### src/dbfg_pkg.sv
// Package: shared constants, types and state codes for the de Bruijn fragment generator.
`default_nettype none
package dbfg_pkg;

  // Default sizing, used as the top-level parameter defaults
  localparam int DEF_MAX_ORDER   = 16;
  localparam int DEF_SYMBOL_BITS = 4;

  // Configuration port
  localparam int CFG_INDEX_W = 4;
  localparam int CFG_DATA_W  = 5;

  localparam logic [CFG_DATA_W-1:0] ALPHABET_RESET = 5'd2;
  localparam logic [CFG_DATA_W-1:0] ORDER_RESET    = 5'd8;

  typedef enum logic [CFG_INDEX_W-1:0] {
    REG_ALPHABET_SIZE = 4'd0,
    REG_ORDER         = 4'd1
  } cfg_reg_t;

  // OOK fragment codes, MSB first
  localparam int FRAG_W = 4;
  localparam logic [FRAG_W-1:0] FRAG_ZERO  = 4'b1000;
  localparam logic [FRAG_W-1:0] FRAG_OTHER = 4'b1110;

  // Request queue between front and back
  localparam int QUEUE_DEPTH = 2;

  // Request as queued by the front end
  typedef struct packed {
    logic valid;
    logic restart;
  } fe_req_t;

  // Back-end sequencer states
  typedef enum logic [2:0] {
    ST_IDLE,
    ST_EMIT,
    ST_COPY,
    ST_SCAN,
    ST_DIV,
    ST_DONE
  } st_t;

endpackage
`default_nettype wire

### src/dbfg_if.sv
// Interfaces: request, result and configuration channels.
`default_nettype none

// Request channel: one restart flag per request
interface dbfg_req_if import dbfg_pkg::*; ();
  logic valid;
  logic ready;
  logic restart;

  modport source (output valid, output restart, input ready);
  modport sink   (input valid, input restart, output ready);
endinterface

// Result channel: symbol, fragment and last flag
interface dbfg_rsp_if import dbfg_pkg::*; #(
  parameter int SYMBOL_BITS = DEF_SYMBOL_BITS
) ();
  logic                   valid;
  logic                   ready;
  logic [SYMBOL_BITS-1:0] symbol;
  logic [FRAG_W-1:0]      fragment;
  logic                   last;

  modport source (output valid, output symbol, output fragment, output last, input ready);
  modport sink   (input valid, input symbol, input fragment, input last, output ready);
endinterface

// Configuration write channel
interface dbfg_cfg_if import dbfg_pkg::*; ();
  logic                   valid;
  logic                   ready;
  logic [CFG_INDEX_W-1:0] index;
  logic [CFG_DATA_W-1:0]  data;

  modport source (output valid, output index, output data, input ready);
  modport sink   (input valid, input index, input data, output ready);
endinterface
`default_nettype wire

### src/de_bruijn_fragment_generator.sv
// Top level: configuration registers, request queue and necklace sequencer.
// A queued request goes through the idle, emit and done states, then into the result register; a
// prefix end adds copy, scan and divisor test states between emit and done,
// repeated until the new prefix length divides the order.
// The sequencer holds one request at a time; a two-entry queue takes requests meanwhile.
// Sync reset clears the necklace, k=2, n=8.
`default_nettype none
module de_bruijn_fragment_generator import dbfg_pkg::*; #(
  parameter int MAX_ORDER   = DEF_MAX_ORDER,
  parameter int SYMBOL_BITS = DEF_SYMBOL_BITS
) (
  input  wire logic  clk,
  input  wire logic  rst_n,
  dbfg_req_if.sink   in_ch,
  dbfg_rsp_if.source out_ch,
  dbfg_cfg_if.sink   cfg_ch
);

  localparam int NW = $clog2(MAX_ORDER + 1);
  localparam int CW = ((SYMBOL_BITS + 1) > 5) ? (SYMBOL_BITS + 1) : 5;
  localparam int OW = (NW > CFG_DATA_W) ? NW : CFG_DATA_W;
  localparam logic [CW-1:0] KMAX = CW'(1 << SYMBOL_BITS);
  localparam logic [CW-1:0] KMIN = CW'(2);
  localparam logic [OW-1:0] NMAX = OW'(MAX_ORDER);

  logic [CFG_DATA_W-1:0] alpha_r;
  logic [CFG_DATA_W-1:0] order_r;
  logic                  cfg_wr;
  logic                  cfg_restart;
  logic [CW-1:0]         alpha_ext;
  logic [CW-1:0]         k_eff;
  logic [CW-1:0]         k_m1;
  logic [OW-1:0]         order_ext;
  logic [OW-1:0]         n_full;
  logic [NW-1:0]         n_eff;
  fe_req_t               fe_req;
  logic                  fe_pop;

  // Configuration writes
  assign cfg_ch.ready = 1'b1;
  assign cfg_wr       = cfg_ch.valid && cfg_ch.ready;
  assign cfg_restart  = cfg_wr &&
                        ((cfg_ch.index == REG_ALPHABET_SIZE) || (cfg_ch.index == REG_ORDER));

  always_ff @(posedge clk) begin
    if (!rst_n) begin
      alpha_r <= ALPHABET_RESET;
      order_r <= ORDER_RESET;
    end else if (cfg_wr) begin
      if (cfg_ch.index == REG_ALPHABET_SIZE) begin
        alpha_r <= cfg_ch.data;
      end
      if (cfg_ch.index == REG_ORDER) begin
        order_r <= cfg_ch.data;
      end
    end
  end

  // Clamp alphabet size and order to their usable ranges
  always_comb begin
    alpha_ext = CW'(alpha_r);
    if (alpha_ext < KMIN) begin
      k_eff = KMIN;
    end else if (alpha_ext > KMAX) begin
      k_eff = KMAX;
    end else begin
      k_eff = alpha_ext;
    end
    k_m1 = k_eff - 1'b1;

    order_ext = OW'(order_r);
    if (order_ext == '0) begin
      n_full = OW'(1);
    end else if (order_ext > NMAX) begin
      n_full = NMAX;
    end else begin
      n_full = order_ext;
    end
    n_eff = n_full[NW-1:0];
  end

  dbfg_front u_front (
    .clk    (clk),
    .rst_n  (rst_n),
    .in_ch  (in_ch),
    .pop    (fe_pop),
    .fe_req (fe_req)
  );

  dbfg_back #(
    .MAX_ORDER   (MAX_ORDER),
    .SYMBOL_BITS (SYMBOL_BITS),
    .NW          (NW),
    .CW          (CW)
  ) u_back (
    .clk         (clk),
    .rst_n       (rst_n),
    .k_m1        (k_m1),
    .n           (n_eff),
    .cfg_restart (cfg_restart),
    .fe_req      (fe_req),
    .fe_pop      (fe_pop),
    .out_ch      (out_ch)
  );

endmodule
`default_nettype wire

### src/dbfg_front.sv
// Front end: accepts requests and holds them in a short queue for the back end.
`default_nettype none
module dbfg_front import dbfg_pkg::*; (
  input  wire logic    clk,
  input  wire logic    rst_n,
  dbfg_req_if.sink     in_ch,
  input  wire logic    pop,
  output fe_req_t      fe_req
);

  localparam int PW   = (QUEUE_DEPTH > 1) ? $clog2(QUEUE_DEPTH) : 1;
  localparam int CNTW = $clog2(QUEUE_DEPTH + 1);
  localparam logic [PW-1:0]   LAST_PTR = PW'(QUEUE_DEPTH - 1);
  localparam logic [CNTW-1:0] DEPTH_C  = CNTW'(QUEUE_DEPTH);

  logic              q_r [QUEUE_DEPTH];
  logic [PW-1:0]     wr_ptr_r, wr_ptr_nxt;
  logic [PW-1:0]     rd_ptr_r, rd_ptr_nxt;
  logic [CNTW-1:0]   cnt_r, cnt_nxt;
  logic              push;
  logic              do_pop;

  // Handshake and queue status
  assign in_ch.ready    = (cnt_r != DEPTH_C);
  assign push           = in_ch.valid && in_ch.ready;
  assign do_pop         = pop && (cnt_r != '0);
  assign fe_req.valid   = (cnt_r != '0);
  assign fe_req.restart = q_r[rd_ptr_r];

  // Pointer and fill count update
  always_comb begin
    wr_ptr_nxt = wr_ptr_r;
    rd_ptr_nxt = rd_ptr_r;
    cnt_nxt    = cnt_r;
    if (push) begin
      wr_ptr_nxt = (wr_ptr_r == LAST_PTR) ? '0 : wr_ptr_r + 1'b1;
    end
    if (do_pop) begin
      rd_ptr_nxt = (rd_ptr_r == LAST_PTR) ? '0 : rd_ptr_r + 1'b1;
    end
    if (push && !do_pop) begin
      cnt_nxt = cnt_r + 1'b1;
    end else if (!push && do_pop) begin
      cnt_nxt = cnt_r - 1'b1;
    end
  end

  always_ff @(posedge clk) begin
    if (!rst_n) begin
      wr_ptr_r <= '0;
      rd_ptr_r <= '0;
      cnt_r    <= '0;
    end else begin
      wr_ptr_r <= wr_ptr_nxt;
      rd_ptr_r <= rd_ptr_nxt;
      cnt_r    <= cnt_nxt;
    end
  end

  // Queue payload, no reset needed
  always_ff @(posedge clk) begin
    if (push) begin
      q_r[wr_ptr_r] <= in_ch.restart;
    end
  end

endmodule
`default_nettype wire

### src/dbfg_back.sv
// Back end: necklace sequencer (emit, copy, scan, divisor test) and result register.
`default_nettype none
module dbfg_back import dbfg_pkg::*; #(
  parameter int MAX_ORDER   = DEF_MAX_ORDER,
  parameter int SYMBOL_BITS = DEF_SYMBOL_BITS,
  parameter int NW          = $clog2(MAX_ORDER + 1),
  parameter int CW          = ((SYMBOL_BITS + 1) > 5) ? (SYMBOL_BITS + 1) : 5
) (
  input  wire logic          clk,
  input  wire logic          rst_n,
  input  wire logic [CW-1:0] k_m1,
  input  wire logic [NW-1:0] n,
  input  wire logic          cfg_restart,
  input  wire fe_req_t       fe_req,
  output logic               fe_pop,
  dbfg_rsp_if.source         out_ch
);

  localparam int IW = (MAX_ORDER > 1) ? $clog2(MAX_ORDER) : 1;

  st_t                    state_r, state_nxt;
  logic [SYMBOL_BITS-1:0] nk_r [MAX_ORDER];
  logic [NW-1:0]          p_r, p_nxt;
  logic [NW-1:0]          e_r, e_nxt;
  logic [NW-1:0]          j_r, j_nxt;
  logic [NW-1:0]          i_r, i_nxt;
  logic [NW-1:0]          rem_r, rem_nxt;
  logic [SYMBOL_BITS-1:0] sym_r, sym_nxt;
  logic                   last_r, last_nxt;
  logic                   out_valid_r, out_valid_nxt;
  logic [SYMBOL_BITS-1:0] out_sym_r;
  logic                   out_last_r;
  logic                   out_load;

  logic                   clr;
  logic                   wr_en;
  logic [IW-1:0]          wr_addr;
  logic [SYMBOL_BITS-1:0] wr_data;
  logic [IW-1:0]          rd_addr;
  logic [SYMBOL_BITS-1:0] rd_data;
  logic [NW-1:0]          i_m1;
  logic [NW:0]            e_inc;
  logic [NW:0]            jp_sum;
  logic                   bad;

  assign rd_data = nk_r[rd_addr];
  assign i_m1    = i_r - 1'b1;
  assign e_inc   = {1'b0, e_r} + 1'b1;
  assign jp_sum  = {1'b0, j_r} + {1'b0, p_r};
  assign bad     = (p_r == '0) || (p_r > n) || (e_r >= p_r);

  // Sequencer: next state, necklace access and result capture
  always_comb begin
    state_nxt = state_r;
    p_nxt     = p_r;
    e_nxt     = e_r;
    j_nxt     = j_r;
    i_nxt     = i_r;
    rem_nxt   = rem_r;
    sym_nxt   = sym_r;
    last_nxt  = last_r;
    clr       = 1'b0;
    wr_en     = 1'b0;
    wr_addr   = '0;
    wr_data   = '0;
    rd_addr   = '0;
    fe_pop    = 1'b0;
    out_load  = 1'b0;
    case (state_r)
      ST_IDLE: begin
        if (fe_req.valid) begin
          fe_pop    = 1'b1;
          state_nxt = ST_EMIT;
          if (fe_req.restart) begin
            clr   = 1'b1;
            p_nxt = NW'(1);
            e_nxt = '0;
          end
        end
      end
      ST_EMIT: begin
        rd_addr = e_r[IW-1:0];
        if (bad) begin
          // inconsistent prefix state: start over, then emit
          clr   = 1'b1;
          p_nxt = NW'(1);
          e_nxt = '0;
        end else begin
          sym_nxt = rd_data;
          if (e_inc >= {1'b0, p_r}) begin
            j_nxt     = '0;
            state_nxt = ST_COPY;
          end else begin
            e_nxt     = e_inc[NW-1:0];
            last_nxt  = 1'b0;
            state_nxt = ST_DONE;
          end
        end
      end
      ST_COPY: begin
        // periodic copy of the prefix across the necklace
        rd_addr = j_r[IW-1:0];
        if (jp_sum < {1'b0, n}) begin
          wr_en   = 1'b1;
          wr_addr = jp_sum[IW-1:0];
          wr_data = rd_data;
          j_nxt   = j_r + 1'b1;
        end else begin
          i_nxt     = n;
          state_nxt = ST_SCAN;
        end
      end
      ST_SCAN: begin
        // rightmost symbol below k-1
        rd_addr = i_m1[IW-1:0];
        if (i_r == '0) begin
          clr       = 1'b1;
          p_nxt     = NW'(1);
          e_nxt     = '0;
          last_nxt  = 1'b1;
          state_nxt = ST_DONE;
        end else if (CW'(rd_data) >= k_m1) begin
          i_nxt = i_m1;
        end else begin
          wr_en     = 1'b1;
          wr_addr   = i_m1[IW-1:0];
          wr_data   = rd_data + 1'b1;
          p_nxt     = i_r;
          rem_nxt   = n;
          state_nxt = ST_DIV;
        end
      end
      ST_DIV: begin
        // does the new prefix length divide the order
        if (rem_r == '0) begin
          e_nxt     = '0;
          last_nxt  = 1'b0;
          state_nxt = ST_DONE;
        end else if (rem_r < p_r) begin
          j_nxt     = '0;
          state_nxt = ST_COPY;
        end else begin
          rem_nxt = rem_r - p_r;
        end
      end
      ST_DONE: begin
        if (!out_valid_r || out_ch.ready) begin
          out_load  = 1'b1;
          state_nxt = ST_IDLE;
        end
      end
      default: begin
        state_nxt = ST_IDLE;
      end
    endcase
  end

  // Result register valid
  always_comb begin
    out_valid_nxt = out_valid_r;
    if (out_load) begin
      out_valid_nxt = 1'b1;
    end else if (out_ch.ready) begin
      out_valid_nxt = 1'b0;
    end
  end

  // Control state
  always_ff @(posedge clk) begin
    if (!rst_n) begin
      state_r     <= ST_IDLE;
      p_r         <= NW'(1);
      e_r         <= '0;
      out_valid_r <= 1'b0;
    end else if (cfg_restart) begin
      state_r     <= state_nxt;
      p_r         <= NW'(1);
      e_r         <= '0;
      out_valid_r <= out_valid_nxt;
    end else begin
      state_r     <= state_nxt;
      p_r         <= p_nxt;
      e_r         <= e_nxt;
      out_valid_r <= out_valid_nxt;
    end
  end

  // Necklace storage, cleared as a whole on restart
  always_ff @(posedge clk) begin
    if (!rst_n || cfg_restart || clr) begin
      for (int x = 0; x < MAX_ORDER; x++) begin
        nk_r[x] <= '0;
      end
    end else if (wr_en) begin
      nk_r[wr_addr] <= wr_data;
    end
  end

  // Working and payload registers
  always_ff @(posedge clk) begin
    j_r    <= j_nxt;
    i_r    <= i_nxt;
    rem_r  <= rem_nxt;
    sym_r  <= sym_nxt;
    last_r <= last_nxt;
    if (out_load) begin
      out_sym_r  <= sym_r;
      out_last_r <= last_r;
    end
  end

  assign out_ch.valid    = out_valid_r;
  assign out_ch.symbol   = out_sym_r;
  assign out_ch.fragment = (out_sym_r == '0) ? FRAG_ZERO : FRAG_OTHER;
  assign out_ch.last     = out_last_r;

endmodule
`default_nettype wire

### src/flat_wrapper.sv
// flat-port wrapper written by rule: the top's interface ports become plain ports
module de_bruijn_fragment_generator_flat import dbfg_pkg::*;
#(
  parameter int MAX_ORDER   = DEF_MAX_ORDER,
  parameter int SYMBOL_BITS = DEF_SYMBOL_BITS
)
  (clk, rst_n, in_ch_valid, in_ch_restart, in_ch_ready, out_ch_valid, out_ch_symbol, out_ch_fragment, out_ch_last, out_ch_ready, cfg_ch_valid, cfg_ch_index, cfg_ch_data, cfg_ch_ready);
  dbfg_req_if in_ch_i ();
  dbfg_rsp_if #(.SYMBOL_BITS(SYMBOL_BITS)) out_ch_i ();
  dbfg_cfg_if cfg_ch_i ();
  input  wire logic clk;
  input  wire logic rst_n;
  input wire logic [$bits(in_ch_i.valid)-1:0] in_ch_valid;
  input wire logic [$bits(in_ch_i.restart)-1:0] in_ch_restart;
  output wire logic [$bits(in_ch_i.ready)-1:0] in_ch_ready;
  output wire logic [$bits(out_ch_i.valid)-1:0] out_ch_valid;
  output wire logic [$bits(out_ch_i.symbol)-1:0] out_ch_symbol;
  output wire logic [$bits(out_ch_i.fragment)-1:0] out_ch_fragment;
  output wire logic [$bits(out_ch_i.last)-1:0] out_ch_last;
  input wire logic [$bits(out_ch_i.ready)-1:0] out_ch_ready;
  input wire logic [$bits(cfg_ch_i.valid)-1:0] cfg_ch_valid;
  input wire logic [$bits(cfg_ch_i.index)-1:0] cfg_ch_index;
  input wire logic [$bits(cfg_ch_i.data)-1:0] cfg_ch_data;
  output wire logic [$bits(cfg_ch_i.ready)-1:0] cfg_ch_ready;
  assign in_ch_i.valid = in_ch_valid;
  assign in_ch_i.restart = in_ch_restart;
  assign in_ch_ready = in_ch_i.ready;
  assign out_ch_valid = out_ch_i.valid;
  assign out_ch_symbol = out_ch_i.symbol;
  assign out_ch_fragment = out_ch_i.fragment;
  assign out_ch_last = out_ch_i.last;
  assign out_ch_i.ready = out_ch_ready;
  assign cfg_ch_i.valid = cfg_ch_valid;
  assign cfg_ch_i.index = cfg_ch_index;
  assign cfg_ch_i.data = cfg_ch_data;
  assign cfg_ch_ready = cfg_ch_i.ready;
  de_bruijn_fragment_generator #(.MAX_ORDER(MAX_ORDER), .SYMBOL_BITS(SYMBOL_BITS)) u_core (.clk(clk), .rst_n(rst_n), .in_ch(in_ch_i), .out_ch(out_ch_i), .cfg_ch(cfg_ch_i));
endmodule
### config.mk
export PLATFORM = sky130hd
export DESIGN_NAME = de_bruijn_fragment_generator_flat
export DESIGN_NICKNAME = d
export VERILOG_FILES = /design/src/dbfg_pkg.sv /design/src/dbfg_if.sv /design/src/de_bruijn_fragment_generator.sv /design/src/dbfg_front.sv /design/src/dbfg_back.sv /design/src/flat_wrapper.sv
export SDC_FILE = /design/constraint.sdc
export NUM_CORES = 1
export LEC_CHECK = 0
export BUFFER_PORTS_ARGS = -buffer_cell sky130_fd_sc_hd__buf_2
export CORE_UTILIZATION = 63
export DETAILED_ROUTE_END_ITERATION = 7
export HOLD_SLACK_MARGIN = 0.05
export PLACE_DENSITY = 0.92
export SLEW_MARGIN = 20
export SYNTH_ARGS = -nofsm -noshare
export SYNTH_HDL_FRONTEND = slang
export SYNTH_SLANG_ARGS = --single-unit
### constraint.sdc
create_clock -name clk -period 6.3 [get_ports clk]
set_clock_uncertainty 0.2 [all_clocks]
set_input_delay 0.945 -clock clk [delete_from_list [all_inputs] [get_ports clk]]
set_output_delay 0.945 -clock clk [all_outputs]
set_load 0.1 [all_outputs]
==> metrics.cfg <==
[outcome]
outcome=finished, final reports clean

[hold_path]
hp-class=flip-flop to flip-flop

[placed_design]
dpl_cell_area_sq_um=7220
routabilityCongestion=0.979
portBuffers=23
hpwl_mm=12.9

[detailed_routing]
first_pass_iters=7
drc_errors=0
top_layer=met4
wire_per_inst_microns=21.5
dr_total_vias=6001
wl_met2_mm=8.73
wirelength_mm=19.0
dr.first_iter.drc_count=994
ant_nets=0
wl_met1_mm=7.05
wl_met3_mm=2.26
vias_per_cell=6.78

[floorplan]
die_h_microns=108
die_width_microns=108
design.die.area_sq_um=11600
coreArea_sq_um=10900
pin_count=27
num_rows=38
start_util_pct=64.9

[finish]
layout-drive-gt1-share_pct=12.9
syn_to_final_growth_pct=11.0
final_cell_area_sq_um=7840
fillers=701
utilization_pct=72.0
layout.nets=788
diodes=0

[power]
peakVddDrop_v=0.000230
power.leakage_nw=2.98
power.density_nw_per_um2=450
p_total_w=0.00353

[yosys]
synthMuxAreaShare_pct=3.40
synth_edf_count=91
yosysTopAreaCell=edfxtp_1
ys_async_sr_fraction_pct=0
yosysSeqAreaShare_pct=46.9
synth_warnings=0
synth-simple-area-share_pct=21.2
ys.flop_type=edfxtp_1
synth_fa_ha_area_share_pct=7.47
yosysMostFrequentCell=nor2_1
ys_ff_latch=120
synth_xor_area_share_pct=2.11
synth.area.top_cells=edfxtp_1 (39%), dfxtp_1 (8.2%), ha_1 (6.9%)
synth.top_cells.by_count=nor2_1 (94), edfxtp_1 (91), nand2_1 (83)
netlist_area_sq_um=7070
synth_top_family_by_area=simple AND/OR/NAND/NOR gates
yosys.area.top_type_share_pct=38.7
synth_cell_types=77
synth_compound_area_share_pct=14.8
postSynthCellCount=714
synth_area_per_cell_sq_um=9.90

[timing]
whs_ns=0.233
hold_violations=0
timing.slew.headroom_pct=24.5
fmaxAchievable_mhz=169
fin_crit_ns=5.93
finalSetupTns_ns=0
period_share_pct=94.1
setup_violations=0
slew_violations=0
rsz0062_at_grt=false
max_slew.worst_pin.slew_ns=1.10

[clock_tree]
clkTransAtPathRegs_ns=0.06
cts_tree=yes
cts_buffers=17
clk_path_buf_depth=2
clock-root-buffer=clkbuf_8
cts_resized=0
holdBufCountCts=0
htree_num_levels=4
clock_latency_ns=0.54
cts_sinks=120
post_cts_buffers=0

[global_routing]
overflow=0
track_usage_pct=34.3
grt_pass1_vias=5725
grt_pass1_wl_mm=29.6
grt_start_max_net_pins=29
antenna_found_initial=0

[setup_path]
arrival_ns=5.95
start_kind=flip-flop
required_ns=6.33
cp-end-kind=flip-flop
cp_max_fo=22
path_class=flip-flop to flip-flop

[flow_run]
maxCapViolCount=0

-- worst paths after layout --
kind / slack (ns) / depth (start not counted) / from / end
worst max-delay path: 0.37 / 19 / u_core.u_back.state_r[2]$_SDFFE_PN0P_ / u_core.u_back.nk_r[7][0]$_SDFFCE_PN0P_
worst min-delay path: 0.23 / 0 / u_core.u_back.sym_r[2]$_DFFE_PP_ / u_core.u_back.out_ch.symbol[2]$_DFFE_PP_
worst max register to register: 0.37 / 19 / u_core.u_back.state_r[2]$_SDFFE_PN0P_ / u_core.u_back.nk_r[7][0]$_SDFFCE_PN0P_
worst min register to register: 0.23 / 0 / u_core.u_back.sym_r[2]$_DFFE_PP_ / u_core.u_back.out_ch.symbol[2]$_DFFE_PP_
-- cell type report --
class	instances	area [sq um]	area share [%]
Multi-Input combinational cell	537	3480	44.4
Sequential cell	120	3310	42.3
Clock buffer	17	414	5.28
Clock inverter	15	198	2.52
Tap cell	140	175	2.23
Timing Repair Buffer	29	160	2.04
Inverter	27	101	1.29
-- per-layer routing --
layer,track usage [%],vias up
li1,-,2633
met1,43.8,2754
met2,53.0,506
met3,8.90,108
met4,19.8,0
met5,0,-
-- cell families after synthesis --
logic type | Yosys count
simple gates | 303
fa+ha+maj | 41
other cells | 2
mux | 23
xor+xnor | 17
buf+inv | 58
flops | 120
compound gates | 150
-- registers in the layout, indices dropped and copies added (netlist names), 2 cells and up, named ones only --
| signal | flops |
|---|---|
| u_core.u_back.nk_r | 64 |
| u_core.alpha_ext | 5 |
| u_core.order_ext | 5 |
| u_core.u_back.e_r | 5 |
| u_core.u_back.i_r | 5 |
| u_core.u_back.j_r | 5 |
| u_core.u_back.p_r | 5 |
| u_core.u_back.rem_r | 5 |
| u_core.u_back.out_ch.symbol | 4 |
| u_core.u_back.sym_r | 4 |
| u_core.u_back.state_r | 3 |
| u_core.u_front.cnt_r | 2 |
| u_core.u_front.q_r | 2 |
-- critical path: stages, from the launching register on --
cell and delay, ns:
dfxtp_1 0.84, and2b_4 0.31, nand2_4 0.11, inv_2 0.14, a211oi_2 0.61, nand2_1 0.15
a221oi_1 0.32, nor2_1 0.10, a21oi_1 0.46, ha_1 0.33, nand2_1 0.06, o21ai_0 0.07
a21oi_1 0.24, o31ai_1 0.12, buf_4 0.18, nor2_1 0.21, a31oi_1 0.08, a21oi_1 0.39
nand4_1 0.35, nand2_1 0.31
-- where the power goes --
group,internal [W],switching (W)
sequential,0.00106,0.000159
combinational,0.000442,0.000850
clock,0.000644,0.000372
total,0.00215,0.00138
-- metrics by stage --
step                      std cells  setup WS [ns]
after floorplan                 715           1.54
after global placement          853          0.661
after detailed placement        853          0.492
after CTS                       885          0.290
after global routing            885          0.116
final                           885          0.373
-- cells in the final DEF, fill, tap and decap left out, types with 5 or more instances in the layout --
cell,n
a211oi_1,6
a21boi_0,8
a21oi_1,48
a221oi_1,8
and2_1,6
and3_1,7
buf_2,23
buf_4,6
clkbuf_16,16
dfxtp_1,29
edfxtp_1,91
ha_1,39
inv_1,26
mux2i_1,20
nand2_1,83
nand2b_1,10
nand3_1,26
nor2_1,94
nor2_2,10
nor2b_1,16
nor3_1,9
o21ai_0,24
or2_2,5
or3_1,5
or4_1,7
xnor2_1,9
xor2_1,8
(Power assumes the default switching activity.)
